<file path="config.mk">
export PLATFORM = sky130hd
export DESIGN_NAME = vaf_post
export DESIGN_NICKNAME = d
export VERILOG_FILES = /design/src/rtl/vaf_pkg.sv /design/src/rtl/vaf_post.sv
export SDC_FILE = /design/constraint.sdc
export NUM_CORES = 1
export LEC_CHECK = 0
export ABC_AREA = 1
export ABC_CLOCK_PERIOD_IN_PS = 3400
export BUFFER_PORTS_ARGS = -buffer_cell sky130_fd_sc_hd__buf_4
export CAP_MARGIN = 5
export CORE_ASPECT_RATIO = 0.75
export CORE_MARGIN = 8
export CORE_UTILIZATION = 62
export CTS_BUF_LIST = sky130_fd_sc_hd__clkbuf_4
export CTS_CLUSTER_SIZE = 28
export DETAILED_ROUTE_END_ITERATION = 7
export PLACE_DENSITY = 0.9
export SLEW_MARGIN = 20
export SYNTH_ARGS = -nofsm -noshare
export SYNTH_HDL_FRONTEND = slang
export SYNTH_SLANG_ARGS = --single-unit
</file>
<file path="constraint.sdc">
create_clock -name clk -period 3.4 [get_ports clk]
set_input_delay 0.34 -clock clk [delete_from_list [all_inputs] [get_ports clk]]
set_output_delay 0.34 -clock clk [all_outputs]
set_load 0.05 [all_outputs]
</file>
<file path="src/rtl/vaf_pkg.sv">
// Shared types, widths and constants for the full-circle vector angle pipeline.
`timescale 1ns / 1ps
package vaf_pkg;

  // Port widths
  localparam int COORD_W = 16;
  localparam int ANGLE_W = 16;

  // Default configuration
  localparam int DEF_CORDIC_STEPS    = 16;
  localparam int DEF_ANGLE_FRAC_BITS = 13;

  // Internal datapath widths
  localparam int MAG_W   = COORD_W;  // |x|, |y| as unsigned
  localparam int SHIFT_W = 6;        // normalizing shift, 25..40
  localparam int CX_W    = 45;       // CORDIC x/y, magnitude below 2^43
  localparam int Z_W     = 33;       // signed Q30 angle accumulator
  localparam int T_W     = 31;       // clamped first-quadrant angle, Q30
  localparam int A_W     = 34;       // full-circle angle, Q30 unsigned
  localparam int NORM_MSB = 40;      // larger magnitude is moved to [2^40, 2^41)

  // Angle constants, Q30
  localparam logic [A_W-1:0] Q30_PI             = A_W'(64'd3373259426);
  localparam logic [A_W-1:0] Q30_HALF_PI        = A_W'(64'd1686629713);
  localparam logic [A_W-1:0] Q30_THREE_HALF_PI  = A_W'(64'd5059889139);
  localparam logic [A_W-1:0] Q30_TWO_PI         = A_W'(64'd6746518852);

  // round(atan(2^-i) * 2^30)
  localparam int ATAN_TABLE_LEN = 24;
  localparam logic [31:0] ATAN_Q30 [ATAN_TABLE_LEN] = '{
    32'd843314857, 32'd497837829, 32'd263043837, 32'd133525159,
    32'd67021687,  32'd33543516,  32'd16775851,  32'd8388437,
    32'd4194283,   32'd2097149,   32'd1048576,   32'd524288,
    32'd262144,    32'd131072,    32'd65536,     32'd32768,
    32'd16384,     32'd8192,      32'd4096,      32'd2048,
    32'd1024,      32'd512,       32'd256,       32'd128
  };

  // How the first-quadrant angle maps onto the full circle
  typedef enum logic [2:0] {
    FOLD_DIRECT,
    FOLD_PI_MINUS,
    FOLD_PI_PLUS,
    FOLD_TWO_PI_MINUS,
    FOLD_HALF_PI,
    FOLD_THREE_HALF_PI
  } fold_mode_t;

  // Side information that rides along with each transaction
  typedef struct packed {
    fold_mode_t mode;
    logic       t_zero;  // y is zero: first-quadrant angle is exactly 0
  } vaf_tag_t;

  // Largest output code for a given number of fraction bits
  function automatic logic [ANGLE_W-1:0] angle_top(input int frac_bits);
    logic [A_W-1:0] full;
    full = Q30_TWO_PI >> (30 - frac_bits);
    return (full > A_W'(17'h0FFFF)) ? {ANGLE_W{1'b1}} : full[ANGLE_W-1:0];
  endfunction

endpackage

</file>
<file path="src/rtl/vaf_post.sv">
// Back end: clamp, quadrant fold, rounding and saturation into the output register.
`timescale 1ns / 1ps
module vaf_post
  import vaf_pkg::*;
#(
  parameter int ANGLE_FRAC_BITS = DEF_ANGLE_FRAC_BITS
) (
  input  logic                  clk,
  input  logic                  rst,
  input  logic                  advance,
  input  logic                  in_valid,
  input  vaf_tag_t              in_tag,
  input  logic signed [Z_W-1:0] in_z,
  output logic                  out_valid,
  output logic [ANGLE_W-1:0]    angle_rad
);

  localparam int                 SH        = 30 - ANGLE_FRAC_BITS;
  localparam logic [A_W:0]       ROUND_ADD = (A_W + 1)'(1) << (SH - 1);
  localparam logic [ANGLE_W-1:0] TOP       = angle_top(ANGLE_FRAC_BITS);

  logic               f_valid;
  logic [A_W-1:0]     f_angle;

  logic [T_W-1:0]     t;
  logic [A_W-1:0]     angle_next;
  logic [A_W:0]       rounded;
  logic [ANGLE_W-1:0] code_next;

  // Clamp to [0, pi/2] and fold into the quadrant
  always_comb begin
    if (in_tag.t_zero || in_z[Z_W-1]) begin
      t = '0;
    end else if (A_W'(in_z) > Q30_HALF_PI) begin
      t = T_W'(Q30_HALF_PI);
    end else begin
      t = T_W'(in_z);
    end
    case (in_tag.mode)
      FOLD_DIRECT:        angle_next = A_W'(t);
      FOLD_PI_MINUS:      angle_next = Q30_PI - A_W'(t);
      FOLD_PI_PLUS:       angle_next = Q30_PI + A_W'(t);
      FOLD_TWO_PI_MINUS:  angle_next = Q30_TWO_PI - A_W'(t);
      FOLD_HALF_PI:       angle_next = Q30_HALF_PI;
      FOLD_THREE_HALF_PI: angle_next = Q30_THREE_HALF_PI;
      default:            angle_next = '0;
    endcase
  end

  // Round half up, then saturate at the top code
  always_comb begin
    rounded   = ((A_W + 1)'(f_angle) + ROUND_ADD) >> SH;
    code_next = (rounded > (A_W + 1)'(TOP)) ? TOP : rounded[ANGLE_W-1:0];
  end

  always_ff @(posedge clk) begin
    if (rst) begin
      f_valid   <= 1'b0;
      out_valid <= 1'b0;
    end else if (advance) begin
      f_valid   <= in_valid;
      out_valid <= f_valid;
    end
  end

  always_ff @(posedge clk) begin
    if (advance) begin
      f_angle   <= angle_next;
      angle_rad <= code_next;
    end
  end

endmodule

</file>
# Word level (Yosys, flattened, before mapping)
# Cells that the tools add are included.
# word_totals
ff_bits,52
out_inout_bits,17
input_bits,41
elab_cells,20
# op_classes
eq_ne,5
reduce_logical,2
n_lt_le_gt_ge,2
addsub,4
muxes,3
# op_table
cell,count
34-bit one-hot mux with 6 select lines,1
31-bit 2-to-1 mux,2
34-bit by 17-bit adder with 35-bit output (second input constant),1
34-bit by 31-bit > comparator with 1-bit output (second input constant),1
33-bit by 31-bit subtractor with 34-bit output (first input constant),1
32-bit by 31-bit adder with 33-bit output (first input constant),1
32-bit by 31-bit subtractor with 33-bit output (first input constant),1
18-bit by 16-bit > comparator with 1-bit output (second input constant),1
3-bit by 2-bit == test with 1-bit output (second input constant),2
3-bit == test (second input constant),2
3-bit by 1-bit == test with 1-bit output (second input constant),1
3-bit zero test,1
1-bit logical OR,1

# Depth between registers and ports, before layout
# logic_depth
ltp_word,5
ltp_mapped,28

# Worst setup path after synthesis
# Ideal clock, no wire load.
# synth_timing
path_kind,input to register
startpoint,input in_tag[2] (netlist bit)
endpoint,"register f_angle[29], data pin"
setup_ns,0.261
path_stages,15
slack_ns,0.396
arrival_ns,2.743
n_path_buf,0
cell_sequence,inv_1 nor3_1 inv_1 ha_1 inv_1 nor2_1 o21ai_1 nor2_1 nand2_1 nand2_1 nand2_1 nand2_1 nand2_1 nand3_1 nand3b_1
# synth_via
elab_chain_len,2
# synth_rtl
element,line_no,rtl
start: declaration,vaf_post.sv:12,"input vaf_tag_t in_tag,"
"3-bit == test, or another cell as far along",vaf_post.sv:39,case (in_tag.mode)
34-bit one-hot mux with 6 select lines (*),vaf_post.sv:39,
via angle_next[29],vaf_post.sv:26,logic [A_W-1:0] angle_next;
end signal: assignment,vaf_post.sv:68,f_angle <= angle_next;
end: declaration,vaf_post.sv:23,logic [A_W-1:0] f_angle;
# The timed path passes the listed nets; every way through them passes the cells marked *.
# A chain may end at the register's enable or synchronous reset.

# Final worst setup path
# layout_timing
startpoint,input in_z[28]
endpoint,"register f_angle[29], data pin"
# layout_via
elab_chain_len,5
# layout_rtl
element,line_no,rtl
start: declaration,vaf_post.sv:13,"input logic signed [Z_W-1:0] in_z,"
34-bit by 31-bit > comparator with 1-bit output,vaf_post.sv:34,end else if (A_W'(in_z) > Q30_HALF_PI) begin
31-bit 2-to-1 mux (*),vaf_post.sv:34,
31-bit 2-to-1 mux (*),vaf_post.sv:32,if (in_tag.t_zero || in_z[Z_W-1]) begin
"33-bit by 31-bit subtractor with 34-bit output, or another cell as far along",vaf_post.sv:43,FOLD_TWO_PI_MINUS: angle_next = Q30_TWO_PI - A_W'(t);
34-bit one-hot mux with 6 select lines (*),vaf_post.sv:39,
via angle_next[29],vaf_post.sv:26,
# Marked as above.

==> flow_summary.toml <==
[pwr]
leakage_nw = 2.84
clockPowerShare_pct = 21.8
power_mw = 1.46
p_int_mw = 0.873
ir_worst_vdd_mv = 0.222
swShare_pct = 40.0
p_switching_mw = 0.583
combPwrFrac_pct = 40.3
power.density_mw_per_mm2 = 257
seqPwrFrac_pct = 37.9

[synthesis]
synth_area_leader_cell = "nand2_1"
ys_ff_latch = 35
ys_warn_count = 0
synthesis.nets = 906
synth_top_area_share_pct = 20.6
yosysUniqueCellTypes = 45
synth-async-reset-ratio_pct = 0
netlist_top_cells_area = "nand2_1 21%, edfxtp_1 20%, inv_1 9.9%"
synth_ff_type = "edfxtp_1"
ys_seq_area_share_pct = 21.1
syn_area_per_cell_um2 = 5.75
synth_edf_count = 33
syn_area_mm2 = 0.00488
synthesis.instances = 848

[clock_tree]
cts_buffers = 5
clkSlewWorstSetupHoldPaths_ns = 0.13
cts_buffer_depth = 2
clock_sinks = 35
cts_hold_buf = 0
clock_latency_ns = 0.36
htree_num_levels = 2
cts_tree = "built"
cts-root-buf = "clkbuf_4"

[place]
place_ws_ns = -0.148
portBuffers = 57
dp_hpwl_um = 13900
dp_cells = 1026
place.gp.congestion = 1.06

[drt]
wl_per_cell_um = 16.4
viasPerCell = 5.80
top_layer = "met4"
initialDrtViolationCount = 870
vias = 6000
wl_met3_um = 2590
ant_nets = 0
wl_met1_um = 7200
wl_um = 17000
routed-wl-met2_um = 6840
dr.pass1.iters = 6
drc = 0

[timing]
max_slew_margin_pct = 51.1
period_share_pct = 95.4
setup_slack_ns = 0.157
skew_ns = 0.0178
max_freq_ghz = 0.308
slew_viol_final = 0
tightest_slew_ns = 0.733
layout_min_cycle_time_ns = 3.24
setup_viol = 0
rsz0062_at_grt = "no"
hold_viol = 0
whs_ns = 0.121
tns_ns = 0

[grt]
grt_max_degree = 37
grt_pass1_wl_um = 26500
antenna_found_initial = 0
overflow = 0
grt_pass1_vias = 5407
grtUsageTotal_pct = 29.7

[floorplan]
core_area_mm2 = 0.00778
die-area_mm2 = 0.0110
die_height_um = 92.8
num_io_pins = 58
die_x_um = 118
start_util_pct = 62.7
rows = 28

[setup_path]
crit_path_start_kind = "input port"
crit_arrival_ns = 3.35
crit_type = "input port to flip-flop"
endpoint_kind = "flip-flop"
rrSetupSlack_ns = 0.56
path_max_fanout = 16
r2r_cells = 11
rr_endpoint = "angle_rad[0]"
required_ns = 3.51
r2r-start = "f_angle[17]"

[layout]
drive_gt1_share_pct = 16.1
n_antenna_cell = 0
finalNetCount = 986
area_growth_pct = 16.0
layoutNonFillerInstCount = 1034

[min_path]
min_from = "rst"
hold_path.class = "input port to flip-flop"
worstHoldEndpoint = "out_valid"
holdPathStages = 2

[outcome]
outcome = "completed"

[job]
cap_violations = 0
-- metrics by stage --
| step | cell area, um2 | utilization [%] |
|---|---|---|
| detailed placement | 5560 | 71.5 |
| global placement | 5560 | 71.5 |
| finish | 5660 | 72.7 |
| floorplan | 4880 | - |
| CTS | 5650 | 72.6 |
| global route | 5660 | 72.7 |
-- worst max-delay path, stage by stage --
cell	delay, ns
buf_4	0.12
nor2_2	0.22
nand2_1	0.10
nor2_2	0.13
nand3_1	0.10
nor2_1	0.12
nor2_1	0.05
nand2_1	0.06
nand2_2	0.15
buf_4	0.24
nand2_1	0.09
nand2_1	0.12
ha_4	0.34
nand2_1	0.08
nor3_1	0.32
nand2_1	0.10
nor3_2	0.13
nand2_1	0.12
nand2_1	0.11
nand2_1	0.07
nand3_1	0.10
nand3b_1	0.11
-- Yosys cell counts, drive strengths merged (3+ instances only) --
master,count
nor4,3
edfxtp,33
xnor2,5
or2,5
nand3,97
nor3,23
a21oi,38
xor2,6
nand2,279
o21ai,22
inv,137
nor2,123
buf,9
ha,17
nand4,22
nand3b,6
and2,4
-- layout by cell type, fill, tap and decap left out, types with 3 or more instances in the layout --
master	count
nand2_1	267
inv_1	128
nor2_1	108
nand3_1	90
buf_4	84
edfxtp_1	33
a21oi_1	31
nand4_1	22
nor3_1	20
o21ai_0	19
ha_1	16
nor2_2	13
nand2_2	11
inv_2	9
nand3_2	7
nand3b_1	6
xor2_1	6
a21oi_2	5
xnor2_1	5
clkbuf_4	5
and2_1	4
nor3_2	3
nor4_1	3
o21ai_1	3
or2_2	3
-- state kept, by name, summed over array words and instances, names as in the netlist --
signal	count
f_angle	17
angle_rad	16
f_valid	1
out_valid	1
-- cell type report --
cell class / count / area [um2]
clock inverter: 3 / 43.8
clock buffer: 5 / 37.5
tap: 105 / 131
inverter: 137 / 514
timing repair buffer: 84 / 631
fill: 695 / 2120
multi-input combinational: 665 / 3270
sequential: 35 / 1030
-- per-layer routing --
metal  global-route usage [%]  vias up
met1                     41.0     2661
met3                     9.54       36
met4                     7.45        0
met2                     44.0      410
met5                        0        -
li1                         -     2893
-- kinds of logic after synthesis --
logic type	Yosys count	synth area share, %
AND/OR/NAND/NOR	564	51.5
buffers and inverters	148	12.1
AO/OA/AOI/OAI	73	8.93
flip-flops	35	21.1
adder cells (fa/ha/maj)	17	4.36
XOR/XNOR	11	1.98
-- what timing repair did --
item	4_1_cts	5_1_grt
gates resized for setup	0	1
setup endpoints to repair	0	1
setup buffers	0	0
-- power groups by stage --
stage / Sequential, mW / Combinational, mW / Clock, mW
3_3_place_gp: 0.558 / 0.551 / 0
2_1_floorplan: 0.623 / 0.307 / 0
5_1_grt: 0.555 / 0.637 / 0.329
6_report: 0.551 / 0.587 / 0.318
4_1_cts: 0.550 / 0.568 / 0.315
3_5_place_dp: 0.560 / 0.566 / 0
-- worst max path at each step --
stage / start / endpoint / slack [ns] / cells after the start
2_1_floorplan: in_tag[2] / f_angle[29] / 0.40 / 15
3_3_place_gp: in_z[28] / f_angle[29] / 0.03 / 22
3_5_place_dp: in_z[28] / f_angle[29] / -0.15 / 22
4_1_cts: in_z[28] / f_angle[29] / 0.23 / 22
5_1_grt: in_z[28] / f_angle[20] / 0.005 / 23
6_report: in_z[28] / f_angle[29] / 0.16 / 22
No activity file was read; power rests on OpenSTA's default activity.
