$ cat src/rtl/vaf_pkg.sv
// Shared types, widths and constants for the full-circle vector angle pipeline.
`timescale 1ns / 1ps
package vaf_pkg;

  // Port widths
  localparam int COORD_W = 16;
  localparam int ANGLE_W = 16;

  // Default configuration
  localparam int DEF_CORDIC_STEPS    = 16;
  localparam int DEF_ANGLE_FRAC_BITS = 13;

  // Internal datapath widths
  localparam int MAG_W   = COORD_W;  // |x|, |y| as unsigned
  localparam int SHIFT_W = 6;        // normalizing shift, 25..40
  localparam int CX_W    = 45;       // CORDIC x/y, magnitude below 2^43
  localparam int Z_W     = 33;       // signed Q30 angle accumulator
  localparam int T_W     = 31;       // clamped first-quadrant angle, Q30
  localparam int A_W     = 34;       // full-circle angle, Q30 unsigned
  localparam int NORM_MSB = 40;      // larger magnitude is moved to [2^40, 2^41)

  // Angle constants, Q30
  localparam logic [A_W-1:0] Q30_PI             = A_W'(64'd3373259426);
  localparam logic [A_W-1:0] Q30_HALF_PI        = A_W'(64'd1686629713);
  localparam logic [A_W-1:0] Q30_THREE_HALF_PI  = A_W'(64'd5059889139);
  localparam logic [A_W-1:0] Q30_TWO_PI         = A_W'(64'd6746518852);

  // round(atan(2^-i) * 2^30)
  localparam int ATAN_TABLE_LEN = 24;
  localparam logic [31:0] ATAN_Q30 [ATAN_TABLE_LEN] = '{
    32'd843314857, 32'd497837829, 32'd263043837, 32'd133525159,
    32'd67021687,  32'd33543516,  32'd16775851,  32'd8388437,
    32'd4194283,   32'd2097149,   32'd1048576,   32'd524288,
    32'd262144,    32'd131072,    32'd65536,     32'd32768,
    32'd16384,     32'd8192,      32'd4096,      32'd2048,
    32'd1024,      32'd512,       32'd256,       32'd128
  };

  // How the first-quadrant angle maps onto the full circle
  typedef enum logic [2:0] {
    FOLD_DIRECT,
    FOLD_PI_MINUS,
    FOLD_PI_PLUS,
    FOLD_TWO_PI_MINUS,
    FOLD_HALF_PI,
    FOLD_THREE_HALF_PI
  } fold_mode_t;

  // Side information that rides along with each transaction
  typedef struct packed {
    fold_mode_t mode;
    logic       t_zero;  // y is zero: first-quadrant angle is exactly 0
  } vaf_tag_t;

  // Largest output code for a given number of fraction bits
  function automatic logic [ANGLE_W-1:0] angle_top(input int frac_bits);
    logic [A_W-1:0] full;
    full = Q30_TWO_PI >> (30 - frac_bits);
    return (full > A_W'(17'h0FFFF)) ? {ANGLE_W{1'b1}} : full[ANGLE_W-1:0];
  endfunction

endpackage

$ cat src/rtl/vaf_cordic_stage.sv
// One registered CORDIC vectoring iteration.
`timescale 1ns / 1ps
module vaf_cordic_stage
  import vaf_pkg::*;
#(
  parameter int STEP = 0
) (
  input  logic                   clk,
  input  logic                   rst,
  input  logic                   advance,
  input  logic                   in_valid,
  input  vaf_tag_t               in_tag,
  input  logic signed [CX_W-1:0] in_cx,
  input  logic signed [CX_W-1:0] in_cy,
  input  logic signed [Z_W-1:0]  in_z,
  output logic                   out_valid,
  output vaf_tag_t               out_tag,
  output logic signed [CX_W-1:0] out_cx,
  output logic signed [CX_W-1:0] out_cy,
  output logic signed [Z_W-1:0]  out_z
);

  localparam logic signed [Z_W-1:0] ATAN_STEP = Z_W'(ATAN_Q30[STEP]);

  logic signed [CX_W-1:0] dx;
  logic signed [CX_W-1:0] dy;
  logic signed [CX_W-1:0] cx_next;
  logic signed [CX_W-1:0] cy_next;
  logic signed [Z_W-1:0]  z_next;

  // Rotate toward the x axis; shifts round toward minus infinity
  always_comb begin
    dx = in_cy >>> STEP;
    dy = in_cx >>> STEP;
    if (!in_cy[CX_W-1]) begin
      cx_next = in_cx + dx;
      cy_next = in_cy - dy;
      z_next  = in_z + ATAN_STEP;
    end else begin
      cx_next = in_cx - dx;
      cy_next = in_cy + dy;
      z_next  = in_z - ATAN_STEP;
    end
  end

  always_ff @(posedge clk) begin
    if (rst) begin
      out_valid <= 1'b0;
    end else if (advance) begin
      out_valid <= in_valid;
    end
  end

  always_ff @(posedge clk) begin
    if (advance) begin
      out_tag <= in_tag;
      out_cx  <= cx_next;
      out_cy  <= cy_next;
      out_z   <= z_next;
    end
  end

endmodule

$ cat config.mk
export PLATFORM = sky130hd
export DESIGN_NAME = vaf_cordic_stage
export DESIGN_NICKNAME = d
export VERILOG_FILES = /design/src/rtl/vaf_pkg.sv /design/src/rtl/vaf_cordic_stage.sv
export SDC_FILE = /design/constraint.sdc
export NUM_CORES = 1
export LEC_CHECK = 0
export ABC_AREA = 1
export BUFFER_PORTS_ARGS = -buffer_cell sky130_fd_sc_hd__buf_2
export CAP_MARGIN = 10
export CORE_UTILIZATION = 40
export CTS_CLUSTER_DIAMETER = 50
export DETAILED_ROUTE_END_ITERATION = 8
export PLACE_DENSITY = 0.6
export SLEW_MARGIN = 20
export SYNTH_ARGS = -nofsm -noshare
export SYNTH_HDL_FRONTEND = slang
export SYNTH_SLANG_ARGS = --single-unit
$ cat constraint.sdc
create_clock -name clk -period 3.5 [get_ports clk]
set_input_delay 0.7 -clock clk [delete_from_list [all_inputs] [get_ports clk]]
set_output_delay 0.7 -clock clk [all_outputs]
set_load 0.01 [all_outputs]
Word level (Yosys, flattened, before mapping)
Cells that the tools add are included.

word-level totals
  register bits = 128
  latch bits = 0
  RAM bits = 0
  bits in read-only memories = 0
  bits of input ports = 131
  output and inout bits = 128
  memories = 0

operators by class
  add/sub/neg operators = 5
  multipliers = 0
  divide/modulo/power cells = 0
  $lt $le $gt $ge = 0
  equal/unequal tests = 0
  shift operators = 0
  mux-type cells = 3
  bitwise operators = 0
  reduce and logical (&&, ||, !) cells = 0

operators with widths
  kind                                                                   number
  45-bit two-way mux                                                     2
  45-bit subtractor                                                      2
  45-bit adder                                                           1
  33-bit by 31-bit adder with 33-bit output, second input constant       1
  33-bit two-way mux                                                     1
  33-bit by 31-bit subtractor with 33-bit output, second input constant  1

Depth between registers and ports, before layout
Gate-level depths: netlist (run 1).

  depth in word-level cells = 2
  gate-level depth with buffers = 18
  mapped depth without buffers = 17

Worst setup path before layout (run 1)
Ideal clock, no wire load.

  kind = input to register
  start = input in_cy[44]
  end = register out_z[22] (data pin)
  setup time = 0.259 ns
  arrival = 2.664 ns
  path slack = 0.577 ns
  stages = 11
  path through = inv_1 -> clkbuf_1 -> buf_2 -> ha_1 -> a21oi_1 -> nand2_1 -> a21boi_0 -> o21ai_0 -> nand2_1 -> nand2_1 -> xor2_1

on the way
  longest elaborated chain between the ends = 1

RTL lines
  item                    line                    source
  start: declaration      vaf_cordic_stage.sv:14  input logic signed [CX_W-1:0] in_cy,
  33-bit two-way mux      vaf_cordic_stage.sv:35  if (!in_cy[CX_W-1]) begin
  via z_next[22]          vaf_cordic_stage.sv:29  logic signed [Z_W-1:0] z_next;
  end signal: assignment  vaf_cordic_stage.sv:59  out_z <= z_next;
  end: declaration        vaf_cordic_stage.sv:20  output logic signed [Z_W-1:0] out_z

The timed path passes the listed nets, and every way through them passes these cells.
A chain may end at the register's enable or synchronous reset.

Worst setup path after layout (run 1)
  start = input in_cx[2]
  end = register out_cx[39] (data pin)

on the way
  longest elaborated chain between the ends = 2
  elaborated cells between the ends (all ways) = 3
  those cells by class = add/sub: 2; mux: 1

RTL lines
  item                                               line                                            source
  start: declaration                                 vaf_cordic_stage.sv:13                          input logic signed [CX_W-1:0] in_cx,
  45-bit adder or 45-bit subtractor (tied branches)  vaf_cordic_stage.sv:36, vaf_cordic_stage.sv:40
  45-bit two-way mux *                               vaf_cordic_stage.sv:35
  via cx_next[39]                                    vaf_cordic_stage.sv:27                          logic signed [CX_W-1:0] cx_next;
  end signal: assignment                             vaf_cordic_stage.sv:57                          out_cx <= cx_next;
  end: declaration                                   vaf_cordic_stage.sv:18                          output logic signed [CX_W-1:0] out_cx,

The timed path passes the listed nets; every way through them passes the cells marked *.

==> insert_results.sql, run 1 <==
INSERT INTO impl_metrics (metric_group, metric, value, unit) VALUES
('status', 'outcome', 'complete, no violations', ''),
('routing', 'vias', '19000', ''),
('power', 'power_leakage', '10.9', 'nW'),
('layout', 'fin_cells', '3646', ''),
('clocking', 'cts.clk_slew.worst_paths', '70', 'ps'),
('clocking', 'cts_tree', 'built', ''),
('clocking', 'number_of_hold_repair_buffers_added_at_the_cts_stage', '0', ''),
('worst_setup_path', 'r2r_start', 'out_valid', ''),
('layout', 'layout_common_cells', 'sky130_fd_sc_hd__nand2_1, sky130_fd_sc_hd__inv_1, sky130_fd_sc_hd__buf_2', ''),
('clocking', 'postCtsSetupRepairBufs', '0', ''),
('power', 'irDropWorstVdd', '0.372', 'mV'),
('power', 'design_power_total', '7.06', 'mW'),
('sta', 'hold-worst-slack', '357', 'ps'),
('worst_setup_path', 'number_of_cells_traversed_by_the_worst_register_to_register_path', '2', ''),
('global_routing', 'grt_overflow', '0', ''),
('worst_setup_path', 'worstSetupEndpointType', 'flop', ''),
('layout', 'finalInstanceArea', '0.0199', 'sq mm'),
('yosys', 'synthDistinctLibCells', '44', ''),
('sta', 'worst_slew_pin_slew', '1020', 'ps'),
('clocking', 'cts_resized', '0', ''),
('floorplan', 'start_util', '0.407', ''),
('sta', 'setup_tns', '0', 'ps'),
('place', 'pre_cts_slack', '-341', 'ps'),
('place', 'io_buffers', '258', ''),
('layout', 'final_util', '0.472', ''),
('clocking', 'clock_tree.root_cell', 'sky130_fd_sc_hd__clkbuf_16', ''),
('layout', 'synthToLayoutAreaGrowth', '15.9', '%'),
('global_routing', 'grt_first_pass_wirelength', '106000', 'microns'),
('worst_setup_path', 'highest_fanout_seen_on_the_critical_path', '9', ''),
('yosys', 'syn-num-nets', '3104', ''),
('yosys', 'synth-seq-area-share', '0.222', ''),
('global_routing', 'track_usage', '0.325', ''),
('sta', 'report.final.setup_viol', '0', ''),
('worst_setup_path', 'worstPathRequired', '3750', 'ps'),
('floorplan', 'area_enclosed_by_the_die_boundary', '0.0437', 'sq mm'),
('sta', 'fin_worst_skew', '0', 'ps'),
('clocking', 'clock_sinks', '127', ''),
('clocking', 'cts_inserted_buffers', '17', ''),
('layout', 'layout.nets', '3392', ''),
('yosys', 'synth-edff-count', '126', ''),
('clocking', 'cts-htree-levels', '4', ''),
('sta', 'fmax', '0.316', 'GHz'),
('routing', 'vias_per_cell', '5.21', ''),
('routing', 'remaining_drc_errors', '0', ''),
('worst_setup_path', 'reg_to_reg_end', 'out_valid', ''),
('layout', 'number_of_diodes', '0', ''),
('yosys', 'synth_area', '0.0172', 'sq mm'),
('min_path', 'holdCritStartpoint', 'rst', ''),
('clocking', 'insertion_delay', '490', 'ps'),
('place', 'placed_cells_incl_taps', '3614', ''),
('layout', 'layout.filler_cells', '4556', ''),
('sta', 'fin_crit_sh', '0.904', ''),
('place', 'dp_hpwl', '61200', 'microns'),
('worst_setup_path', 'timing.critical_path.from_type', 'primary input', ''),
('worst_setup_path', 'worst_setup_path_class', 'primary input to flop', ''),
('routing', 'drt_pre_antenna_iters', '5', ''),
('routing', 'dr.first_iter.drc_count', '1661', ''),
('yosys', 'ys_seq_elements', '127', ''),
('power', 'power_per_cell_area', '355', 'mW/mm^2'),
('floorplan', 'die_height', '209', 'microns'),
('global_routing', 'grt_max_degree', '83', ''),
('global_routing', 'vias_in_the_first_global_route', '18000', ''),
('yosys', 'synth_cells', '2806', ''),
('yosys', 'netlist_top_cells_area', 'sky130_fd_sc_hd__edfxtp_1, sky130_fd_sc_hd__nand2_1, sky130_fd_sc_hd__ha_1, sky130_fd_sc_hd__inv_1, sky130_fd_sc_hd__nand3_1', ''),
('yosys', 'synth-main-ff-cell', 'sky130_fd_sc_hd__edfxtp_1', ''),
('yosys', 'syn_area_per_cell', '6.11', 'sq um'),
('yosys', 'async_reset_ff_frac', '0', ''),
('floorplan', 'io_pins', '259', ''),
('floorplan', 'core_area', '0.0421', 'sq mm'),
('yosys', 'yosysTopAreaCellShare', '0.221', ''),
('floorplan', 'num_rows', '75', '');
==> registers in the layout, indices dropped and copies added (netlist names) <==
| signal | cells |
|---|---|
| out_cx | 45 |
| out_cy | 44 |
| out_tag | 4 |
| out_valid | 1 |
| out_z | 33 |
==> worst max-delay path by stage <==
stage / from / endpoint / depth (start not counted)
floorplan: in_cy[44] / out_z[22] / 11
global placement: in_cx[2] / out_cx[39] / 15
detailed placement: in_cx[2] / out_cx[39] / 15
CTS: in_cx[2] / out_cx[39] / 15
global route: in_cx[2] / out_cx[39] / 15
finish: in_cx[2] / out_cx[39] / 15
==> worst max-delay path: stages <==
cell	delay [ps]
sky130_fd_sc_hd__buf_2	100
sky130_fd_sc_hd__inv_1	40
sky130_fd_sc_hd__ha_1	430
sky130_fd_sc_hd__nand2_1	140
sky130_fd_sc_hd__inv_1	70
sky130_fd_sc_hd__a21oi_2	410
sky130_fd_sc_hd__inv_1	290
sky130_fd_sc_hd__nand2_1	110
sky130_fd_sc_hd__nand2_1	180
sky130_fd_sc_hd__inv_1	280
sky130_fd_sc_hd__nor2_1	130
sky130_fd_sc_hd__nor2_1	190
sky130_fd_sc_hd__nand3_1	90
sky130_fd_sc_hd__nand3_1	130
sky130_fd_sc_hd__nand2_1	90
==> per-layer routing <==
layer  GRT usage  vias to the layer above  wire (microns)
met5           0                        -               0
met4       0.151                        0            2990
met3      0.0496                      120            4630
met2       0.518                      722           31700
met1       0.431                     8729           31900
li1            -                     9437               -
==> power by group <==
group          switching [mW]  internal (mW)  leakage, nW  total (mW)
combinational            2.09          0.992         9.33        3.08
sequential             0.0613           1.96         1.24        2.03
clock                   0.869           1.09        0.302        1.96
total                    3.02           4.04         10.9        7.06
==> cell families after synthesis <==
kind of cell	share of synthesized area
AOI/OAI and AO/OA	0.118
xor gates and xnor gates	0.0271
adders and majority gates	0.124
buffers and inverters	0.132
DFF	0.222
muxes	0.00175
and+or+nand+nor	0.376
==> area by class of cell <==
class,instances,area [sq um],area share
clock buffers,17,425,0.0214
clock inverters,15,190,0.00957
inverters,489,1840,0.0924
multi-input cells,2129,11100,0.558
flip-flops and latches,127,3800,0.191
well taps,539,674,0.0339
repair buffers,330,1860,0.0936
==> cell usage after synthesis, types with 6 or more instances <==
cell                       number
sky130_fd_sc_hd__a21o_1         8
sky130_fd_sc_hd__buf_4         27
sky130_fd_sc_hd__o21a_1         7
sky130_fd_sc_hd__ha_1         163
sky130_fd_sc_hd__o21ai_0      108
sky130_fd_sc_hd__nor3_1        11
sky130_fd_sc_hd__nand4_1       29
sky130_fd_sc_hd__buf_6         11
sky130_fd_sc_hd__o22ai_1        8
sky130_fd_sc_hd__inv_2          8
sky130_fd_sc_hd__nand3_1      236
sky130_fd_sc_hd__nand2_1      948
sky130_fd_sc_hd__xnor2_1        9
sky130_fd_sc_hd__nand2_2       10
sky130_fd_sc_hd__o21ai_2        6
sky130_fd_sc_hd__nor2_2        36
sky130_fd_sc_hd__a21boi_0       6
sky130_fd_sc_hd__nand2_4        6
sky130_fd_sc_hd__clkbuf_1       8
sky130_fd_sc_hd__inv_1        481
sky130_fd_sc_hd__buf_2         13
sky130_fd_sc_hd__xor2_1        44
sky130_fd_sc_hd__nor2_1       237
sky130_fd_sc_hd__nand3_2        6
sky130_fd_sc_hd__edfxtp_1     126
sky130_fd_sc_hd__o21bai_1      36
sky130_fd_sc_hd__a21oi_1      177
No activity file was read; power rests on OpenSTA's default activity.
==> run 2: changes to the inputs <==
--- a/config.mk
+++ b/config.mk
@@ -9,9 +9,11 @@
 export BUFFER_PORTS_ARGS = -buffer_cell sky130_fd_sc_hd__buf_2
 export CAP_MARGIN = 10
 export CORE_UTILIZATION = 40
+export CTS_BUF_LIST = sky130_fd_sc_hd__clkbuf_4
 export CTS_CLUSTER_DIAMETER = 50
 export DETAILED_ROUTE_END_ITERATION = 8
 export PLACE_DENSITY = 0.6
+export RECOVER_POWER = 50
 export SLEW_MARGIN = 20
 export SYNTH_ARGS = -nofsm -noshare
 export SYNTH_HDL_FRONTEND = slang
==> run 2 against run 1 <==
- the flow now finishes with violations (max-capacitance violations, max-slew violations)
- die area unchanged
- first-iteration DRC count down 3.1%
- worst hold slack worse by 250 ps
- via count about the same
- non-clock buffer count up 1
- sequential power about the same
- core utilization down 0.91 points
- clock skew unchanged
- largest cell class unchanged
- largest power group unchanged
==> insert_results.sql, run 2 (same netlist as run 1, synthesis figures left out) <==
INSERT INTO impl_metrics (metric_group, metric, value, unit) VALUES
('status', 'outcome', 'finished, violations left', ''),
('status', 'failed_checks', 'max-capacitance violations, max-slew violations', ''),
('floorplan', 'die-width', '209', 'microns'),
('floorplan', 'die_height', '209', 'microns'),
('routing', 'routedWlPerCell', '19.5', 'microns'),
('min_path', 'holdCritPathClass', 'primary input to flop', ''),
('place', 'dp_hpwl', '61200', 'microns'),
('sta', 'worst_slew_pin_slew', '2020', 'ps'),
('place', 'gp_congestion', '1.03', ''),
('routing', 'dr.first_iter.drc_count', '1609', ''),
('clocking', 'cts-htree-levels', '4', ''),
('clocking', 'clock_tree.root_cell', 'sky130_fd_sc_hd__clkbuf_4', ''),
('routing', 'met3WireLength', '4720', 'microns'),
('power', 'irDropWorstVdd', '0.233', 'mV'),
('clocking', 'clockBufferDepth', '2', ''),
('global_routing', 'grt_max_degree', '83', ''),
('routing', 'remaining_drc_errors', '0', ''),
('layout', 'largest_registers_ranked_by_flip_flop_count', 'out_cx x45, out_cy x44, out_z x33', ''),
('sta', 'period_minus_slack', '3190', 'ps'),
('sta', 'rsz0062_at_grt', 'no', ''),
('place', 'io_buffers', '258', ''),
('sta', 'final-max-slew-violation-count', '83', ''),
('sta', 'report.final.setup_viol', '0', ''),
('layout', 'final_util', '0.463', ''),
('layout', 'synthToLayoutAreaGrowth', '13.7', '%'),
('routing', 'top_layer_used', 'met4', ''),
('worst_setup_path', 'cp.arrival', '3670', 'ps'),
('floorplan', 'num_rows', '75', ''),
('power', 'design_power_total', '6.33', 'mW'),
('layout', 'largest_reg_flops', '45', ''),
('routing', 'wirelength_met1', '31900', 'microns'),
('sta', 'finalHoldViolations', '0', ''),
('floorplan', 'core_area', '0.0421', 'sq mm'),
('clocking', 'cts.clk_slew.worst_paths', '150', 'ps'),
('worst_setup_path', 'timing.critical_path.from_type', 'primary input', ''),
('worst_setup_path', 'worst_setup_path_class', 'primary input to flop', ''),
('layout', 'regMostFlops', 'out_cx', ''),
('routing', 'met2RoutedLength', '31800', 'microns'),
('clocking', 'insertion_delay', '740', 'ps'),
('layout', 'layout.nets', '3393', ''),
('sta', 'max_slew_margin', '-0.344', ''),
('clocking', 'cts_tree', 'built', ''),
('routing', 'vias', '19000', ''),
('layout', 'layout.filler_cells', '4612', ''),
('floorplan', 'area_enclosed_by_the_die_boundary', '0.0437', 'sq mm'),
('power', 'power_leakage', '10.6', 'nW'),
('global_routing', 'grt_overflow', '0', ''),
('layout', 'drive_above_1_share', '0.131', ''),
('sta', 'fin_crit_sh', '0.912', ''),
('job', 'max_cap_violations', '1', ''),
('power', 'power_per_cell_area', '324', 'mW/mm^2'),
('routing', 'vias_per_cell', '5.21', ''),
('clocking', 'postCtsSetupRepairBufs', '0', ''),
('global_routing', 'vias_in_the_first_global_route', '18000', ''),
('worst_setup_path', 'worstSetupEndpointType', 'flop', ''),
('layout', 'fin_cells', '3650', ''),
('routing', 'drt_pre_antenna_iters', '6', ''),
('place', 'placed_cells_incl_taps', '3614', ''),
('sta', 'fmax', '0.313', 'GHz'),
('global_routing', 'track_usage', '0.325', ''),
('worst_setup_path', 'worstPathRequired', '3980', 'ps'),
('worst_setup_path', 'highest_fanout_seen_on_the_critical_path', '82', ''),
('routing', 'routed_wirelength', '71200', 'microns'),
('routing', 'detail-route-antenna-nets', '0', ''),
('layout', 'layout_commonest_cell', 'sky130_fd_sc_hd__nand2_1', ''),
('global_routing', 'grt_first_pass_wirelength', '106000', 'microns'),
('sta', 'fin_worst_skew', '0', 'ps'),
('floorplan', 'start_util', '0.407', ''),
('layout', 'layout_common_cells', 'sky130_fd_sc_hd__nand2_1, sky130_fd_sc_hd__inv_1, sky130_fd_sc_hd__nor2_1', ''),
('clocking', 'clock_sinks', '127', ''),
('global_routing', 'grt_antenna_before_repair', '2', ''),
('clocking', 'cts_inserted_buffers', '17', ''),
('floorplan', 'io_pins', '259', '');
-- run 2: worst paths after layout --
check                           cells past startpoint          to       from  slack (ps)
worst max register to register                      2   out_valid  out_valid        2880
worst min register to register                      2   out_valid  out_valid         540
worst max-delay path                                4  out_cx[14]  in_cy[44]         310
worst min-delay path                                1  out_tag[1]  in_tag[1]         110
-- run 2: worst max-delay path: stages --
cell                       delay [ps]
sky130_fd_sc_hd__clkbuf_1         490
sky130_fd_sc_hd__clkinv_2         440
sky130_fd_sc_hd__clkbuf_2        1170
sky130_fd_sc_hd__o21ai_0          820
-- run 2: power breakdown --
group / total, mW / switching, mW / leakage (nW) / internal, mW
clock: 1.24 / 0.780 / 0.171 / 0.464
combinational: 3.06 / 2.09 / 9.20 / 0.969
sequential: 2.03 / 0.0629 / 1.24 / 1.96
total: 6.33 / 2.93 / 10.6 / 3.40
-- run 2: through the flow --
step,hold WS (ps),area (sq um),setup slack [ps],setup TNS [ps]
finish,111,19500,306,0
global route,53.6,19500,226,0
CTS,22.6,19600,545,0
detailed placement,511,19300,-341,-687
global placement,473,19300,-364,-787
floorplan,528,17200,577,0
-- run 2: area by class of cell --
cell class              count  area [sq um]  area share
multi-input cells        2129         11100       0.569
flip-flops and latches    127          3800       0.195
inverters                 489          1840      0.0942
repair buffers            331          1770      0.0910
well taps                 539           674      0.0346
clock inverters            15           190     0.00975
clock buffers              17           128     0.00654
diodes                      3          7.51    0.000385
-- run 2: routing by layer --
metal / global-route usage / vias to the layer above
met5: 0 / -
met2: 0.521 / 699
met3: 0.0512 / 111
met1: 0.431 / 8769
met4: 0.143 / 0
li1: - / 9445
-- run 2: timing repair --
item,4_1_cts,5_1_grt
hold buffers,1,0
setup endpoints to repair,0,0
hold endpoints to repair,1,0
gates resized for setup,0,0
