<file path="src/rtl/vaf_pkg.sv">
// Shared types, widths and constants for the full-circle vector angle pipeline.
`timescale 1ns / 1ps
package vaf_pkg;

  // Port widths
  localparam int COORD_W = 16;
  localparam int ANGLE_W = 16;

  // Default configuration
  localparam int DEF_CORDIC_STEPS    = 16;
  localparam int DEF_ANGLE_FRAC_BITS = 13;

  // Internal datapath widths
  localparam int MAG_W   = COORD_W;  // |x|, |y| as unsigned
  localparam int SHIFT_W = 6;        // normalizing shift, 25..40
  localparam int CX_W    = 45;       // CORDIC x/y, magnitude below 2^43
  localparam int Z_W     = 33;       // signed Q30 angle accumulator
  localparam int T_W     = 31;       // clamped first-quadrant angle, Q30
  localparam int A_W     = 34;       // full-circle angle, Q30 unsigned
  localparam int NORM_MSB = 40;      // larger magnitude is moved to [2^40, 2^41)

  // Angle constants, Q30
  localparam logic [A_W-1:0] Q30_PI             = A_W'(64'd3373259426);
  localparam logic [A_W-1:0] Q30_HALF_PI        = A_W'(64'd1686629713);
  localparam logic [A_W-1:0] Q30_THREE_HALF_PI  = A_W'(64'd5059889139);
  localparam logic [A_W-1:0] Q30_TWO_PI         = A_W'(64'd6746518852);

  // round(atan(2^-i) * 2^30)
  localparam int ATAN_TABLE_LEN = 24;
  localparam logic [31:0] ATAN_Q30 [ATAN_TABLE_LEN] = '{
    32'd843314857, 32'd497837829, 32'd263043837, 32'd133525159,
    32'd67021687,  32'd33543516,  32'd16775851,  32'd8388437,
    32'd4194283,   32'd2097149,   32'd1048576,   32'd524288,
    32'd262144,    32'd131072,    32'd65536,     32'd32768,
    32'd16384,     32'd8192,      32'd4096,      32'd2048,
    32'd1024,      32'd512,       32'd256,       32'd128
  };

  // How the first-quadrant angle maps onto the full circle
  typedef enum logic [2:0] {
    FOLD_DIRECT,
    FOLD_PI_MINUS,
    FOLD_PI_PLUS,
    FOLD_TWO_PI_MINUS,
    FOLD_HALF_PI,
    FOLD_THREE_HALF_PI
  } fold_mode_t;

  // Side information that rides along with each transaction
  typedef struct packed {
    fold_mode_t mode;
    logic       t_zero;  // y is zero: first-quadrant angle is exactly 0
  } vaf_tag_t;

  // Largest output code for a given number of fraction bits
  function automatic logic [ANGLE_W-1:0] angle_top(input int frac_bits);
    logic [A_W-1:0] full;
    full = Q30_TWO_PI >> (30 - frac_bits);
    return (full > A_W'(17'h0FFFF)) ? {ANGLE_W{1'b1}} : full[ANGLE_W-1:0];
  endfunction

endpackage

</file>
<file path="src/rtl/vaf_prep.sv">
// Front end: absolute values and quadrant code, shift search, normalizing shift.
`timescale 1ns / 1ps
module vaf_prep
  import vaf_pkg::*;
(
  input  logic                       clk,
  input  logic                       rst,
  input  logic                       advance,
  input  logic                       in_valid,
  input  logic signed [COORD_W-1:0]  x_coord,
  input  logic signed [COORD_W-1:0]  y_coord,
  output logic                       out_valid,
  output vaf_tag_t                   out_tag,
  output logic signed [CX_W-1:0]     out_cx,
  output logic signed [CX_W-1:0]     out_cy
);

  // Stage A registers
  logic             a_valid;
  vaf_tag_t         a_tag;
  logic [MAG_W-1:0] a_ax;
  logic [MAG_W-1:0] a_ay;

  // Stage B registers
  logic               b_valid;
  vaf_tag_t           b_tag;
  logic [MAG_W-1:0]   b_ax;
  logic [MAG_W-1:0]   b_ay;
  logic [SHIFT_W-1:0] b_shift;

  logic [MAG_W-1:0]   ax_next;
  logic [MAG_W-1:0]   ay_next;
  vaf_tag_t           tag_next;
  logic [MAG_W-1:0]   mag_max;
  logic [3:0]         msb;
  logic [SHIFT_W-1:0] shift_next;

  // Stage A: magnitudes and quadrant code
  always_comb begin
    ax_next = x_coord[COORD_W-1] ? MAG_W'(-x_coord) : MAG_W'(x_coord);
    ay_next = y_coord[COORD_W-1] ? MAG_W'(-y_coord) : MAG_W'(y_coord);
    tag_next.t_zero = (y_coord == '0);
    if (x_coord == '0) begin
      tag_next.mode = (!y_coord[COORD_W-1] && y_coord != '0) ? FOLD_HALF_PI
                                                             : FOLD_THREE_HALF_PI;
    end else if (!x_coord[COORD_W-1]) begin
      tag_next.mode = y_coord[COORD_W-1] ? FOLD_TWO_PI_MINUS : FOLD_DIRECT;
    end else begin
      tag_next.mode = y_coord[COORD_W-1] ? FOLD_PI_PLUS : FOLD_PI_MINUS;
    end
  end

  // Stage B: leading one of the larger magnitude
  always_comb begin
    mag_max = (a_ax > a_ay) ? a_ax : a_ay;
    msb = '0;
    for (int i = 0; i < MAG_W; i++) begin
      if (mag_max[i]) msb = 4'(i);
    end
    shift_next = SHIFT_W'(NORM_MSB) - SHIFT_W'(msb);
  end

  // Valid bits
  always_ff @(posedge clk) begin
    if (rst) begin
      a_valid   <= 1'b0;
      b_valid   <= 1'b0;
      out_valid <= 1'b0;
    end else if (advance) begin
      a_valid   <= in_valid;
      b_valid   <= a_valid;
      out_valid <= b_valid;
    end
  end

  // Payload
  always_ff @(posedge clk) begin
    if (advance) begin
      a_tag   <= tag_next;
      a_ax    <= ax_next;
      a_ay    <= ay_next;
      b_tag   <= a_tag;
      b_ax    <= a_ax;
      b_ay    <= a_ay;
      b_shift <= shift_next;
      out_tag <= b_tag;
      out_cx  <= CX_W'(b_ax) << b_shift;
      out_cy  <= CX_W'(b_ay) << b_shift;
    end
  end

endmodule

</file>
<file path="config.mk">
export PLATFORM = sky130hd
export DESIGN_NAME = vaf_prep
export DESIGN_NICKNAME = d
export VERILOG_FILES = /design/src/rtl/vaf_pkg.sv /design/src/rtl/vaf_prep.sv
export SDC_FILE = /design/constraint.sdc
export NUM_CORES = 1
export LEC_CHECK = 0
export BUFFER_PORTS_ARGS = -buffer_cell sky130_fd_sc_hd__clkbuf_2
export CORE_ASPECT_RATIO = 2
export CORE_MARGIN = 4
export CORE_UTILIZATION = 45
export CTS_CLUSTER_DIAMETER = 120
export CTS_CLUSTER_SIZE = 28
export DETAILED_ROUTE_END_ITERATION = 6
export HOLD_SLACK_MARGIN = 0.06
export PLACE_DENSITY = 0.65
export SYNTH_ARGS = -nofsm -noshare
export SYNTH_HDL_FRONTEND = slang
export SYNTH_SLANG_ARGS = --single-unit
</file>
<file path="constraint.sdc">
create_clock -name clk -period 6.8 [get_ports clk]
set_input_delay 0.34 -clock clk [delete_from_list [all_inputs] [get_ports clk]]
set_output_delay 0.34 -clock clk [all_outputs]
set_load 0.05 [all_outputs]
</file>
# Yosys cells after proc, flatten, opt, wreduce, memory -nomap -nowiden
# Cells that the tools add are included.
[classes]
addsub = 3
magnitude_cmp = 1
shift = 2
muxes = 23
n_reduce_logical = 5
[op_table]
columns = ["op", "n"]
rows = [
  ["$shl 16x6->45", 2],
  ["$mux 4", 14],
  ["$logic_not 16->1", 2],
  ["$neg 16->16", 2],
  ["$mux 15", 2],
  ["$gt 16x16->1", 1],
  ["$mux 16", 1],
  ["$reduce_bool 16->1", 1],
  ["$mux 2", 3],
  ["$sub 6x4->6 const A", 1],
  ["$mux 3", 1],
  ["$mux 1", 2],
  ["$logic_and 1x1->1", 1],
  ["$logic_not 1->1", 1],
]
[totals]
regBits = 175
output_inout_bits = 95
word_cells = 52

# Longest topological paths before layout
# Gate-level depths: netlist of the first run.
[logic_depth]
ltp_word = 18
depth_mapped = 13
depth_no_buf = 12

# Least setup slack after synthesis of the first run
# No wires, ideal clock.
[synth_path]
kind = "register to register"
startpoint = "register a_ax[15]"
endpoint = "register b_shift[2] (data pin)"
setup_time_ns = 0.258
t_arrival_ns = 2.637
required_time_ns = 6.542
setup_slack_ns = 3.906
path_stages_with_launch = 10
period_less_slack_ns = 2.894
cell_sequence = "edfxtp_1 > ha_1 > nand4_1 > or4_1 > a31oi_4 > mux2_2 > a22oi_1 > a21oi_1 > ha_1 > xnor2_1"
[synth_between]
elab_chain_len = 18
[synth_rtl]
columns = ["element", "line", "rtl"]
rows = [
  ["start: declaration", "vaf_prep.sv:21", "logic [MAG_W-1:0] a_ax;"],
  ["start signal: assignment", "vaf_prep.sv:80", "a_ax <= ax_next;"],
  ["$gt 16x16->1", "vaf_prep.sv:55", "mag_max = (a_ax > a_ay) ? a_ax : a_ay;"],
  ["$mux 16 (*)", "vaf_prep.sv:55", ""],
  ["$mux 1", "vaf_prep.sv:58", "if (mag_max[i]) msb = 4'(i);"],
  ["$mux 4 (13 in series)", "vaf_prep.sv:58", ""],
  ["$mux 4 (*)", "vaf_prep.sv:58", ""],
  ["$sub 6x4->6 (*)", "vaf_prep.sv:60", "shift_next = SHIFT_W'(NORM_MSB) - SHIFT_W'(msb);"],
  ["via shift_next[2]", "vaf_prep.sv:36", "logic [SHIFT_W-1:0] shift_next;"],
  ["end signal: assignment", "vaf_prep.sv:85", "b_shift <= shift_next;"],
  ["end: declaration", "vaf_prep.sv:29", "logic [SHIFT_W-1:0] b_shift;"],
]
# Mark *: on every way through the listed nets, which the timed path passes. The rest lies on a longest branch.
# A chain may end at the register's enable or synchronous reset.

# Worst setup path after layout of the first run
[layout_path]
startpoint = "register a_ax[15]"
endpoint = "register b_shift[4] (data pin)"
# The elaborated chain is that of the path after synthesis.

==> metrics.txt, run 1 <==
final worst-path setup slack=3383 ps; part of the power in registers=0.432; Nets=905; initial core utilization=0.4573; post-cts sizing count=0; GR Overflow Total=0; Clock Path Buffers=2; die area=0.02213 mm^2; crit-path max FO=17; type of origin of the critical path=flip-flop; asr flop ratio synth=0; post-synth cell types=47; CTS H-tree lvls=4; CTS clk-pin slew, worst paths=60 ps; Setup crit start=a_ax[15]; status=finished, final reports clean; Hold Violations, Final=0; latest clock arrival within the worst-skew pair=420 ps; Synth Area per Inst=12.07 um^2; Tmin final=3417 ps; Hold Startpoint=rst; syn nets=789; top cells by count, synth=edfxtp_1 (172), nor2_1 (81), mux2i_1 (52); dpl ws=3387 ps; FMAX=292.6 MHz; pwr/cell area=304.5 mW/mm^2; Max IR drop VDD=175.0 uV; vias in the first global route=6085; Area Growth Syn to Fin=16.80%; yosys warns=0; met3 WL=762 um; mux contribution to synthesized area=0.1033; Max Slew Vio Count=0; top layer reached by signal wires=met4; Worst Hold End=out_valid; postcts setup bufs=0; Placer Congestion=0.9611; post-route cell area=0.01034 mm^2; Post-Syn Area=0.008857 mm^2; Detail Route met2 WL=11270 um; CTS tree=built; crit-path max cell delay=610 ps; Worst Max-Slew Pin Slew=1075 ps; first-pass GRT wire length=31280 um; hold path depth=2; FF+latch count, synth=175; crit end category=flip-flop; clock sinks=175; worst-path cell chain=ha_1, nand4_1, or4_1, a31oi_4, o311a_1, nor3_1, o31ai_1, ha_1, nand2b_1, nand2_1; hold buffers post-CTS=0; largest net degree at the start of global routing=90; Row Count=72; Antenna Nets Post-Route=0; simple logic cell fraction of the synthesized area=0.1103; initial antenna violation count=0; cell family with most CP delay=compound AO/OA/AOI/OAI gates; Setup Skew=6.409 ps; final setup fails=0; DRC=0; largest area contributor in the netlist=edfxtp_1; die height=206.4 um; core region area=0.01937 mm^2; layout cell share with drive strength beyond 1=0.2389; crit path max-delay cell type=or4_1; Relative slew margins=0.2833; Synth top area share=0.5831; Synth Area in XOR/XNOR=0.02670; vias per cell=5.439; Synth Area in Adders=0.02684; final setup TNS=0 ps; Inserted Diodes=0; Worst Path Arrival=3600 ps; static leakage=0.003998 uW; WL met1=6775 um; Reg-to-Reg End=b_shift[4]; first drt pass iteration count=5; die width=107.2 um; top_reg_cell synth=edfxtp_1; Sw Share=0.2968; CTS Root Buffer Type=clkbuf_16; combinational share of power=0.236; critical path class=reg2reg; WP buf/inv=0; CP Data Required Time=6980 ps; reg2reg start=a_ax[15]; most used cell, CP=ha_1; fin util=0.5341; number of port buffers=130; initial DRC count=245; FF-to-FF setup slack=3380 ps; Clock Power Share=0.332; via count=6075; post-DP HPWL=15440 um; ranking of synthesized cells by area=edfxtp_1 (58%), mux2i_1 (5.9%), nor2_1 (3.4%); Internal=2215 uW; cell with the most instances after synthesis=edfxtp_1; EDFF count, synth=172; Final Cycle Share=0.5025; WL final=20140 um; max cap viols=0; Synth Area in Compound Gates=0.1109; Cells after Synth=734; CTS buffer count=17; placed inst area=0.009719 mm^2; FF-to-FF path depth=10; hold crit path type=in2reg; Avg WL per Cell=18.03 um; NetSw=935.0 uW; combinational family with the most area after synthesis=compound AO/OA/AOI/OAI gates; Layout fillers=1717; GRT Total Usage=0.1866; I/O pin count=131; sequential element share of the synthesized area=0.5899; RSZ-0062 raised after global routing=no
state kept, by name (all words and copies together) (netlist names), 4 cells and up:
| name | count |
|---|---|
| b_ax | 16 |
| out_cy | 45 |
| out_tag | 4 |
| out_cx | 45 |
| a_ay | 16 |
| a_tag | 4 |
| a_ax | 16 |
| b_shift | 6 |
| b_ay | 16 |
| b_tag | 4 |
worst register-to-register path: cells and delay by family (launching register included):
kind / cells / cell delay, ps
AO/OA/AOI/OAI: 3 / 1070
flip-flops: 1 / 470
AND/OR/NAND/NOR: 5 / 1060
adder cells (fa/ha/maj): 2 / 580
cells by family after synthesis:
group | Yosys count
and+or+nand+nor | 207
DFF | 175
AOI/OAI and AO/OA | 155
muxes | 81
buffers and inverters | 70
xor gates and xnor gates | 27
adders and majority gates | 19
layer usage:
| layer | vias to the layer above | track usage |
|---|---|---|
| li1 | 3003 | - |
| met1 | 2826 | 0.1705 |
| met2 | 179 | 0.3600 |
| met3 | 67 | 0.03407 |
| met4 | 0 | 0.1271 |
| met5 | - | 0 |
layout by cell type (no fill, tap or decap), types with 3 or more instances in the layout:
master,n
a211oi_1,15
a21oi_1,37
a22oi_1,7
buf_4,7
bufinv_16,6
clkbuf_1,3
clkbuf_16,17
clkbuf_2,129
dfxtp_1,3
edfxtp_1,172
ha_1,19
inv_1,30
mux2_2,23
mux2i_1,52
mux4_2,6
nand2_1,49
nand2b_1,6
nand3_1,6
nand4_1,3
nor2_1,81
nor2b_1,16
nor3_1,9
nor4_1,8
o21ai_0,21
o22ai_1,48
o31ai_1,9
o41ai_1,3
or2_2,10
or3_1,7
or4_1,3
xnor2_1,27
power groups by stage:
stage          Clock, uW  Combinational, uW  Sequential, uW
5_1_grt             1110                800            1370
4_1_cts             1060                745            1360
6_report            1050                745            1360
3_3_place_gp           0                735            1380
2_1_floorplan          0                367            1540
3_5_place_dp           0                742            1380
how the worst max path moves through the flow:
stage / slack [ps] / endpoint / depth (start not counted)
floorplan: 3910 / b_shift[2] / 9
CTS: 3360 / b_shift[4] / 10
global placement: 3460 / b_shift[4] / 11
detailed placement: 3390 / b_shift[4] / 10
finish: 3380 / b_shift[4] / 10
global route: 3030 / b_shift[4] / 12
layout make-up:
cell class,instances,area (um^2),area share
clock inverters,7,188.9,0.01826
repair buffers,137,709.4,0.06858
flip-flops and latches,175,5225,0.5051
multi-input cells,489,3348,0.3237
clock buffers,20,436.7,0.04221
well taps,259,324.1,0.03133
inverters,30,112.6,0.01089
through the flow:
step	hold slack (ps)	std cells	power (uW)
after floorplan	400.3	734	1911
after global placement	404.2	1090	2116
after detailed placement	406.1	1090	2125
after CTS	89.72	1117	3166
after global routing	89.51	1117	3278
final	101.3	1117	3150
(Power assumes the default switching activity.)
==> inputs of run 2 (changes only) <==
ABC_AREA = 1   (was default)
PLACE_DENSITY = 0.68   (was 0.65)
clock period = 3 ns   (was 6.8 ns; I/O delays follow)
==> run 2 against run 1 <==
Compared with the run above:
- die area hardly changed
- final area is 5.6% higher
- global-route usage is 0.51 points lower
- clock-buffer cell count is 2 lower
- total power is 120% higher
- synthesized area hardly changed
- critical endpoint is now b_shift[2]
- maximum frequency is 15% higher
- setup slack worse by 3400 ps
- largest power group unchanged
- highest routed layer unchanged
- flip-flop and latch count stayed put
- sequential power is 120% higher
==> metrics.txt, run 2 <==
status=finished, final reports clean (unchanged); Final Cycle Share=0.9944 (was 0.5025); met3 global-route usage=0.02532 (was 0.03407); Cells after Synth=917 (was 734); Max Slew Vio Count=0 (unchanged); DRC=0 (unchanged); final setup fails=0 (unchanged); crit end category=flip-flop (unchanged); vias per cell=5.052 (was 5.439); Setup Skew=13.16 ps (was 6.409 ps); type of origin of the critical path=flip-flop (unchanged); via count=6851 (was 6075); placed inst area=0.009891 mm^2 (was 0.009719 mm^2); GR Overflow Total=0 (unchanged); number of port buffers=130 (unchanged); Multi-input gate area=0.003304 mm^2 (was 0.003348 mm^2); first drt pass iteration count=5 (unchanged); initial core utilization=0.4575 (was 0.4573); Synth Area in Compound Gates=0.1159 (was 0.1109); Row Count=72 (unchanged); max cap viols=0 (unchanged); most common cell after layout, fill and taps aside=nand2_1 (was edfxtp_1); first-pass GRT wire length=31360 um (was 31280 um); sequential element share of the synthesized area=0.5897 (was 0.5899); top flop regs=out_cx x45, out_cy x45 (unchanged); Synth Area in Adders=0.02683 (was 0.02684); largest net degree at the start of global routing=97 (was 90); post-route cell area=0.01092 mm^2 (was 0.01034 mm^2); Clock Path Buffers=2 (unchanged); WL final=19850 um (was 20140 um); Worst Max-Slew Pin Slew=842.4 ps (was 1075 ps); die width=107.2 um (about the same); Relative slew margins=0.4378 (was 0.2833); Worst Path Arrival=3160 ps (was 3600 ps); asr flop ratio synth=0 (unchanged); Tmin final=2983 ps (was 3417 ps); cell family with most CP delay=simple AND/OR/NAND/NOR gates (was compound AO/OA/AOI/OAI gates); Antenna Nets Post-Route=0 (unchanged); Avg WL per Cell=14.64 um (was 18.03 um); RSZ-0062 raised after global routing=yes (was no); ranking of synthesized cells by area=edfxtp_1 (58%), nand2_1 (11%), o21ai_0 (5.6%) (was edfxtp_1 (58%), mux2i_1 (5.9%), nor2_1 (3.4%)); top cells by count, synth=nand2_1 (250), edfxtp_1 (172), o21ai_0 (100) (was edfxtp_1 (172), nor2_1 (81), mux2i_1 (52)); combinational family with the most area after synthesis=simple AND/OR/NAND/NOR gates (was compound AO/OA/AOI/OAI gates); GRT Max-Usage Layer=met2 (unchanged); FF+latch count, synth=175 (unchanged); I/O pin count=131 (unchanged); Area Growth Syn to Fin=23.23% (was 16.80%); core region area=0.01937 mm^2 (unchanged); CTS buffer count=17 (unchanged); static leakage=0.004559 uW (was 0.003998 uW); crit-path max FO=3 (was 17); Synth Area per Inst=9.663 um^2 (was 12.07 um^2); post-synth cell types=38 (was 47); crit path max-delay cell type=edfxtp_1 (was or4_1); dpl ws=1.912 ps (was 3387 ps); die area=0.02214 mm^2 (was 0.02213 mm^2); Synth top area share=0.5829 (was 0.5831); GR Util met2=0.3548 (was 0.3600); CTS H-tree lvls=4 (unchanged); post-DP HPWL=14770 um (was 15440 um); clock sinks=175 (unchanged); CTS Root Buffer Type=clkbuf_16 (unchanged); vias in the first global route=6469 (was 6085); Synth Area in XOR/XNOR=0.02669 (was 0.02670); register area=0.005225 mm^2 (unchanged); Placer Congestion=0.8638 (was 0.9611); top_reg_cell synth=edfxtp_1 (unchanged); Post-Syn Area=0.008861 mm^2 (was 0.008857 mm^2); worst hold slack=73.78 ps (was 101.3 ps); met1 Use GR=0.1794 (was 0.1705); Placed Cells=1284 (was 1090); simple logic cell fraction of the synthesized area=0.1761 (was 0.1103); non-filler cells, final=1356 (was 1117); most used cell, CP=nand2_1 (was ha_1); CTS clk-pin slew, worst paths=70 ps (was 60 ps); critical path class=reg2reg (unchanged); latest clock arrival within the worst-skew pair=430 ps (was 420 ps); EDFF count, synth=172 (unchanged); final worst-path setup slack=16.78 ps (was 3383 ps); initial antenna violation count=0 (unchanged); mux contribution to synthesized area=0.01356 (was 0.1033); Inserted Diodes=0 (unchanged); CTS tree=built (unchanged); WP buf/inv=2 (was 0); Layout fillers=1691 (was 1717); die height=206.5 um (was 206.4 um); layout cell share with drive strength beyond 1=0.2343 (was 0.2389); pwr/cell area=644.4 mW/mm^2 (was 304.5 mW/mm^2); initial DRC count=234 (was 245); commonest non-fill, non-tap cells in the layout=nand2_1 (244), edfxtp_1 (172), clkbuf_2 (129) (was edfxtp_1 (172), clkbuf_2 (129), nor2_1 (81)); GRT Total Usage=0.1814 (was 0.1866); Max IR drop VDD=394.9 uV (was 175.0 uV); syn nets=972 (was 789); cell with the most instances after synthesis=nand2_1 (was edfxtp_1); Nets=1139 (was 905); Hold Violations, Final=0 (unchanged); CP Data Required Time=3170 ps (was 6980 ps); largest area contributor in the netlist=edfxtp_1 (unchanged); yosys warns=0 (unchanged); crit-path max cell delay=500 ps (was 610 ps); hold crit path type=in2reg (unchanged); FMAX=335.2 MHz (was 292.6 MHz); fin util=0.5638 (was 0.5341)
-- run 2: changes by cell type in the layout (fill, tap and decap cells not counted), sizes merged, moves of 34 or more --
cell / before / now
nand2: 49 / 256
o21ai: 23 / 107
inv: 30 / 73
mux2i: 52 / 12
buf: 8 / 42
-- run 2: timing repair --
| item | in CTS | in global routing |
|---|---|---|
| setup endpoints to repair | 2 | 4 |
| pin swaps | 0 | 20 |
| gates resized for setup | 2 | 30 |
| hold buffers | 23 | 0 |
| hold endpoints to repair | 23 | 0 |
| setup buffers | 2 | 14 |
| gates cloned | 0 | 1 |
-- run 2: area by class of cell --
class                      count  area share
clock inverter                14     0.01146
inverter                      70     0.02406
multi-input combinational    626      0.3026
tap                          259     0.02968
sequential                   175      0.4785
timing repair buffer         194      0.1144
clock buffer                  18     0.03930
-- run 2: per-layer routing --
metal | part of all wire | up-vias
met3 | 0.038 | 38
met2 | 0.58 | 181
li1 | - | 3496
met5 | 0 | -
met1 | 0.35 | 3136
met4 | 0.036 | 0
-- run 2: final timing paths --
check                  start          to  slack, ps  cells after the start
setup / recovery     a_ax[1]  b_shift[2]         20                     29
hold / removal    y_coord[5]     a_ay[5]         70                      2
setup reg to reg     a_ax[1]  b_shift[2]         20                     29
hold reg to reg     a_tag[2]    b_tag[2]        420                      0
-- run 2: report_power, final --
group	internal, uW	switching [uW]	total (uW)
clock network	1090	994	2080
logic	569	1330	1900
registers	2960	93.0	3060
-- run 2: kinds of logic (layout without fill, tap and decap cells) --
kind of cell               Yosys count  count (layout)
AOI/OAI and AO/OA                  186             186
and+or+nand+nor                    381             382
muxes                               12              12
xor gates and xnor gates            27              27
adders and majority gates           19              19
DFF                                175             175
buffers and inverters              117             296
-- run 2: worst reg2reg max path, delay by kind of cell (launching register included) --
family,cells,cell delay (ps)
fa+ha+maj,2,480
flops,1,500
xor+xnor,1,120
simple gates,24,1480
buf+inv,2,150
-- run 2: stage by stage --
step           TNS [ps]  total power, uW
3_3_place_gp          0             4865
4_1_cts               0             6999
3_5_place_dp          0             4900
5_1_grt          -652.5             7393
2_1_floorplan         0             4399
6_report              0             7037
